## config.mk

```make
export PLATFORM = sky130hd
export DESIGN_NAME = delimited_frame_receiver_top
export DESIGN_NICKNAME = d
export VERILOG_FILES = /design/src/rtl/dfr_pkg.sv /design/src/rtl/dfr_cfg.sv /design/src/rtl/dfr_parse.sv /design/src/rtl/delimited_frame_receiver_top.sv
export SDC_FILE = /design/constraint.sdc
export NUM_CORES = 1
export LEC_CHECK = 0
export BUFFER_PORTS_ARGS = -buffer_cell sky130_fd_sc_hd__buf_2
export CORE_ASPECT_RATIO = 0.5
export CORE_MARGIN = 2
export CORE_UTILIZATION = 55
export CTS_BUF_LIST = sky130_fd_sc_hd__clkbuf_8 sky130_fd_sc_hd__clkbuf_16
export CTS_CLUSTER_SIZE = 16
export DETAILED_ROUTE_END_ITERATION = 6
export PLACE_DENSITY = 0.75
export SYNTH_ARGS = -nofsm -noshare
export SYNTH_HDL_FRONTEND = slang
export SYNTH_HIERARCHICAL = 1
export SYNTH_SLANG_ARGS = --single-unit
```

## constraint.sdc

```tcl
create_clock -name clk -period 3.3 [get_ports clk]
set_clock_uncertainty 0.1 [all_clocks]
set_input_delay 0.66 -clock clk [delete_from_list [all_inputs] [get_ports clk]]
set_output_delay 0.66 -clock clk [all_outputs]
set_load 0.01 [all_outputs]
```

## src/rtl/dfr_pkg.sv

```systemverilog
// ----------------------------------------------------------------------------
// dfr_pkg
// Types and constants shared by the delimited frame receiver modules.
// ----------------------------------------------------------------------------
`default_nettype none

package dfr_pkg;

	// Payload buffer depth seen by the frame limit
	localparam int BUF_DEPTH = 256;

	localparam int BYTE_W  = 8;
	localparam int CNT_W   = 9;
	localparam int IDX_W   = 8;
	localparam int ADDR_W  = 2;
	localparam int CDATA_W = 9;
	localparam int RES_W   = 28;
	localparam int TDATA_W = ((RES_W + 7) / 8) * 8;

	// Register indexes of the configuration port
	typedef enum logic [ADDR_W-1:0] {
		REG_HEADER    = 2'd0,
		REG_FOOTER1   = 2'd1,
		REG_FOOTER2   = 2'd2,
		REG_MAX_PAYLD = 2'd3
	} reg_idx_t;

	localparam logic [BYTE_W-1:0] HEADER_RST    = 8'h22;
	localparam logic [BYTE_W-1:0] FOOTER1_RST   = 8'h55;
	localparam logic [BYTE_W-1:0] FOOTER2_RST   = 8'h66;
	localparam logic [CNT_W-1:0]  MAX_PAYLD_RST = 9'd200;

	typedef enum logic [2:0] {
		PH_HUNT    = 3'b001,
		PH_PAYLOAD = 3'b010,
		PH_FOOTER  = 3'b100
	} phase_t;

	typedef struct packed {
		logic [BYTE_W-1:0] header_byte;
		logic [BYTE_W-1:0] first_footer_byte;
		logic [BYTE_W-1:0] second_footer_byte;
		logic [CNT_W-1:0]  max_payload;
	} cfg_t;

	typedef struct packed {
		logic              store_valid;
		logic [IDX_W-1:0]  store_index;
		logic [BYTE_W-1:0] store_data;
		logic              frame_done;
		logic [CNT_W-1:0]  frame_length;
		logic              frame_dropped;
	} res_t;

endpackage

`default_nettype wire

```

## src/rtl/dfr_cfg.sv

```systemverilog
// ----------------------------------------------------------------------------
// dfr_cfg
// Configuration register file, write only.
// ----------------------------------------------------------------------------
`default_nettype none

module dfr_cfg (
	input  wire                          clk,
	input  wire                          arst_n,
	input  wire                          cfg_we,
	input  wire [dfr_pkg::ADDR_W-1:0]    cfg_addr,
	input  wire [dfr_pkg::CDATA_W-1:0]   cfg_wdata,
	output dfr_pkg::cfg_t                cfg
);
	import dfr_pkg::*;

	cfg_t cfg_q;

	always_ff @(posedge clk or negedge arst_n) begin
		if (!arst_n) begin
			cfg_q.header_byte        <= HEADER_RST;
			cfg_q.first_footer_byte  <= FOOTER1_RST;
			cfg_q.second_footer_byte <= FOOTER2_RST;
			cfg_q.max_payload        <= MAX_PAYLD_RST;
		end else if (cfg_we) begin
			case (reg_idx_t'(cfg_addr))
				REG_HEADER:    cfg_q.header_byte        <= cfg_wdata[BYTE_W-1:0];
				REG_FOOTER1:   cfg_q.first_footer_byte  <= cfg_wdata[BYTE_W-1:0];
				REG_FOOTER2:   cfg_q.second_footer_byte <= cfg_wdata[BYTE_W-1:0];
				REG_MAX_PAYLD: cfg_q.max_payload        <= cfg_wdata[CNT_W-1:0];
				default: ;
			endcase
		end
	end

	assign cfg = cfg_q;

endmodule

`default_nettype wire

```

## src/rtl/dfr_parse.sv

```systemverilog
// ----------------------------------------------------------------------------
// dfr_parse
// Frame phase tracker and payload counter; computes one result per byte.
// ----------------------------------------------------------------------------
`default_nettype none

module dfr_parse (
	input  wire                        clk,
	input  wire                        arst_n,
	input  wire                        step,
	input  wire [dfr_pkg::BYTE_W-1:0]  rx_byte,
	input  wire dfr_pkg::cfg_t         cfg,
	output dfr_pkg::res_t              res
);
	import dfr_pkg::*;

	phase_t           phase_q, phase_nxt;
	logic [CNT_W-1:0] count_q, count_nxt;
	logic [CNT_W-1:0] limit;

	// limit = min(max_payload, BUF_DEPTH)
	always_comb begin
		limit = cfg.max_payload;
		if (int'(cfg.max_payload) > BUF_DEPTH) begin
			limit = CNT_W'(BUF_DEPTH);
		end
	end

	always_comb begin
		phase_nxt = phase_q;
		count_nxt = count_q;
		res       = '0;
		case (phase_q)
			PH_PAYLOAD: begin
				if (rx_byte == cfg.first_footer_byte) begin
					phase_nxt = PH_FOOTER;
				end else if (count_q >= limit) begin
					res.frame_dropped = 1'b1;
					phase_nxt         = PH_HUNT;
				end else begin
					res.store_valid = 1'b1;
					res.store_index = count_q[IDX_W-1:0];
					res.store_data  = rx_byte;
					count_nxt       = count_q + CNT_W'(1);
				end
			end
			PH_FOOTER: begin
				if (rx_byte == cfg.second_footer_byte) begin
					res.frame_done   = 1'b1;
					res.frame_length = count_q;
				end else begin
					res.frame_dropped = 1'b1;
				end
				phase_nxt = PH_HUNT;
			end
			default: begin
				phase_nxt = PH_HUNT;
				if (rx_byte == cfg.header_byte) begin
					phase_nxt = PH_PAYLOAD;
					count_nxt = '0;
				end
			end
		endcase
	end

	always_ff @(posedge clk or negedge arst_n) begin
		if (!arst_n) begin
			phase_q <= PH_HUNT;
			count_q <= '0;
		end else if (step) begin
			phase_q <= phase_nxt;
			count_q <= count_nxt;
		end
	end

endmodule

`default_nettype wire

```

## src/rtl/delimited_frame_receiver_top.sv

```systemverilog
// ----------------------------------------------------------------------------
// delimited_frame_receiver_top
// Byte stream frame parser: header, payload, first footer, second footer.
// ----------------------------------------------------------------------------
// Takes one received byte per transaction and returns exactly one result per
// byte: a payload buffer write, a frame-done pulse with the payload length, a
// drop flag, or all zeros. Throughput is one byte per clock while m_tready
// does not stall the output; each byte passes the input register and then the
// result register, with the phase and count update sitting between them. The
// output register lets a new byte enter while a result waits for m_tready.
// Configuration is written through cfg_we/cfg_addr/cfg_wdata and must only
// change while no byte is in flight.
`default_nettype none

module delimited_frame_receiver_top (
	input  wire                          clk,
	input  wire                          arst_n,
	input  wire                          cfg_we,
	input  wire [dfr_pkg::ADDR_W-1:0]    cfg_addr,
	input  wire [dfr_pkg::CDATA_W-1:0]   cfg_wdata,
	input  wire                          s_tvalid,
	output logic                         s_tready,
	input  wire [dfr_pkg::BYTE_W-1:0]    s_tdata,   // [7:0] rx_byte
	output logic                         m_tvalid,
	input  wire                          m_tready,
	// [0] store_valid, [8:1] store_index, [16:9] store_data, [17] frame_done,
	// [26:18] frame_length, [27] frame_dropped, upper bits zero
	output logic [dfr_pkg::TDATA_W-1:0]  m_tdata
);
	import dfr_pkg::*;

	cfg_t              cfg;
	res_t              res;
	res_t              res_q;
	logic              valid_s1;
	logic [BYTE_W-1:0] byte_s1;
	logic              out_valid_q;
	logic              advance;

	assign advance  = !out_valid_q || m_tready;
	assign s_tready = !valid_s1 || advance;

	always_ff @(posedge clk or negedge arst_n) begin
		if (!arst_n) begin
			valid_s1 <= 1'b0;
		end else if (s_tready) begin
			valid_s1 <= s_tvalid;
		end
	end

	always_ff @(posedge clk) begin
		if (s_tready && s_tvalid) begin
			byte_s1 <= s_tdata;
		end
	end

	dfr_cfg u_cfg (
		.clk       (clk),
		.arst_n    (arst_n),
		.cfg_we    (cfg_we),
		.cfg_addr  (cfg_addr),
		.cfg_wdata (cfg_wdata),
		.cfg       (cfg)
	);

	dfr_parse u_parse (
		.clk     (clk),
		.arst_n  (arst_n),
		.step    (valid_s1 && advance),
		.rx_byte (byte_s1),
		.cfg     (cfg),
		.res     (res)
	);

	always_ff @(posedge clk or negedge arst_n) begin
		if (!arst_n) begin
			out_valid_q <= 1'b0;
		end else if (advance) begin
			out_valid_q <= valid_s1;
		end
	end

	always_ff @(posedge clk) begin
		if (advance && valid_s1) begin
			res_q <= res;
		end
	end

	assign m_tvalid = out_valid_q;
	assign m_tdata  = {{(TDATA_W-RES_W){1'b0}}, res_q.frame_dropped, res_q.frame_length,
		res_q.frame_done, res_q.store_data, res_q.store_index, res_q.store_valid};

	// a result reports at most one kind of event
	a_one_event: assert property (@(posedge clk) disable iff (!arst_n)
		m_tvalid |-> ($countones({res_q.store_valid, res_q.frame_done,
			res_q.frame_dropped}) <= 1))
		else $error("more than one event in a result");

	// completed frame never longer than the buffer
	a_len_bound: assert property (@(posedge clk) disable iff (!arst_n)
		(m_tvalid && res_q.frame_done) |-> (int'(res_q.frame_length) <= BUF_DEPTH))
		else $error("frame length beyond buffer depth");

	// input is only held off when both stages are full and the output stalls
	a_backpressure: assert property (@(posedge clk) disable iff (!arst_n)
		!s_tready |-> (valid_s1 && out_valid_q && !m_tready))
		else $error("input stalled without output backpressure");

endmodule

`default_nettype wire
```

==> metrics <==
status finished clean; Hold Violations, Final 0; fin cells 457; Final period util 0.911; placed cells 441; via count 2,505; core area 6810 µm²; RSZ-0062 raised after global routing false; CTS buffer count 9; Worst-Skew Late Latency 0.34 ns; CP Capture Point u_parse/count_q[8]; max-slew violations 0; hold crit path type input pin to flop; dominant cell type by area after synthesis edfxtp_1; Peak Freq 333 MHz; initial antenna violation count 0; sequential cell area fraction in the yosys report 0.577; most numerous cell in the Yosys netlist edfxtp_1; R2R cell count 8; critical path data arrival time 3.13 ns; synthesized flop and latch total 83; port bufs 53; Mapped Cells 300; final-layout fill cell count 512; Synth top area share 0.274; diode count 0; FFs w/ async S/R, synth 0.566; largest fanout on the critical path 12; Worst Max-Slew Pin Slew 1.04 ns; beginning of the worst hold path s_tdata[2]; area grow syn2layout 17.0%; Metal-1 WL 3.35 mm; wire length on met2 3.51 mm; total track usage 0.210; hold buffer count at cts 0; Setup TNS 0 ns; Placer Congestion 0.827; worst-case clock buffer depth 2; DP HPWL 5.29 mm; CTS resizes 0; EDFF count, synth 36; global-route wire length before repair 12.3 mm; commonest cells in the synthesized netlist edfxtp_1, dfrtp_1, mux2_2; Rel. slew slack 0.305; vias in the first global route 2,489; drt via density 5.48; final net count 394; top routing layer used met4; VDD IR max 0.398 mV; crit end category flop; Netlist cell types 54; FP Rows 21; Pleak 1.94 nW; Root Driver clkbuf_16; DRC viols 0; CTS tree built; Initial Utilization 0.579; Total Wirelength 7.42 mm; Startpoint Class flop; worst r2r src u_cfg/cfg[8]; r2r endpoint u_parse/count_q[8]; Worst Setup SP u_cfg/cfg[8]; Die W 124 µm; # IOs 58; Final Setup Violations 0; Synth Area per Inst 13.1 µm²; max capacitance violation total 0; Die Ht 63.9 µm; share of layout cells above drive strength 1 0.345; Pwr Density 685 nW/µm²; TritonCTS sink count 83; most used flip-flop cell after synthesis edfxtp_1; metal3 WL 474 µm; r2r setup slk 0.29 ns; dominant cells by area after synthesis edfxtp_1, dfrtp_1, mux2_2; grt ovf 0; routed length per instance 16.2 µm; clk slew on worst S/H paths 0.06 ns; die area 7900 µm²; DRT Pass-1 Iters 4; antenna viol nets, final 0; Synth Cell Area 3940 µm²; warnings from Yosys 6; Worst EP required 3.42 ns; largest net degree at the start of global routing 48; Crit Path Class flop to flop; Final min period 3.01 ns; initial DRC count 154; # Post-CTS Setup Buffers 0; # H-tree levels 3
logic make-up after synthesis:
group | share of synthesized area
AOI/OAI and AO/OA | 0.0613
xor gates and xnor gates | 0.0533
adders and majority gates | 0.0318
buffers and inverters | 0.0257
DFF | 0.577
muxes | 0.0943
other | 0.000952
and+or+nand+nor | 0.155
metrics by stage:
stage	power [mW]	util	cell area [µm²]	hold slack, ns	setup slack (ns)
after floorplan	1.94	-	3950	0.264	0.457
after global routing	3.34	0.677	4610	0.378	0.186
after CTS	3.18	0.677	4610	0.382	0.298
after global placement	2.08	0.632	4300	0.393	0.470
after detailed placement	2.13	0.632	4300	0.400	0.351
final	3.16	0.677	4610	0.394	0.294
where the power goes:
group	internal (mW)	leakage (nW)	switching, mW
clock network	0.653	0.158	0.379
logic	0.312	0.896	0.375
registers	1.28	0.887	0.161
total	2.24	1.94	0.915
state kept, by name, indices dropped and copies added (netlist names):
signal	cells
m_tvalid	1
valid_s1	1
byte_s1	8
u_cfg/cfg	33
m_tdata	28
u_parse/count_q	9
u_parse/phase_q	3
metal layers:
metal	global-route usage	up-vias
li1	-	1214
met2	0.330	67
met1	0.273	1213
met3	0.0661	11
met4	0.0795	0
met5	0	-
how the worst min path moves through the flow:
stage | slack (ns) | depth (start not counted) | to
global placement | 0.39 | 1 | u_cfg/cfg[0]
global route | 0.38 | 1 | byte_s1[6]
finish | 0.39 | 1 | byte_s1[2]
floorplan | 0.26 | 0 | m_tvalid
detailed placement | 0.40 | 1 | u_cfg/cfg[0]
CTS | 0.38 | 1 | byte_s1[2]
critical path, stage by stage (launching register included):
cell and delay [ns]:
dfrtp_1 0.36, clkinv_1 0.20, nand2_1 0.15, ha_1 0.27, and3_4 0.21, a221o_1 0.50
or4_1 0.59, o211a_1 0.23, a211o_1 0.26
final cells by class:
cell class / instances / area, µm² / share of cell area
Tap cell: 92 / 115 / 0.0250
Inverter: 10 / 37.5 / 0.00815
Timing Repair Buffer: 57 / 295 / 0.0641
Clock inverter: 7 / 85.1 / 0.0185
Multi-Input combinational cell: 199 / 1580 / 0.342
Sequential cell: 83 / 2270 / 0.494
Clock buffer: 9 / 225 / 0.0489
placed cells by master, fill, tap and decap left out, types with 2 or more instances in the layout:
cell / n
ha_1: 10
conb_1: 4
or4b_1: 4
a21oi_1: 4
bufinv_16: 2
nand4bb_1: 2
dfstp_2: 14
or3_1: 2
nand4_1: 3
o311ai_1: 2
mux2_2: 33
a21o_1: 3
edfxtp_1: 36
and2_1: 19
nor2_1: 8
clkbuf_16: 9
o211ai_1: 8
clkinv_2: 2
nor4_1: 6
nand2b_1: 5
nor3_1: 8
nand3_1: 5
buf_4: 4
inv_1: 11
nand3b_2: 2
nor2b_1: 2
xor2_1: 24
o221ai_1: 3
dfrtp_1: 33
buf_2: 53
nand2_1: 18
No activity file was read; power rests on OpenSTA's default activity.
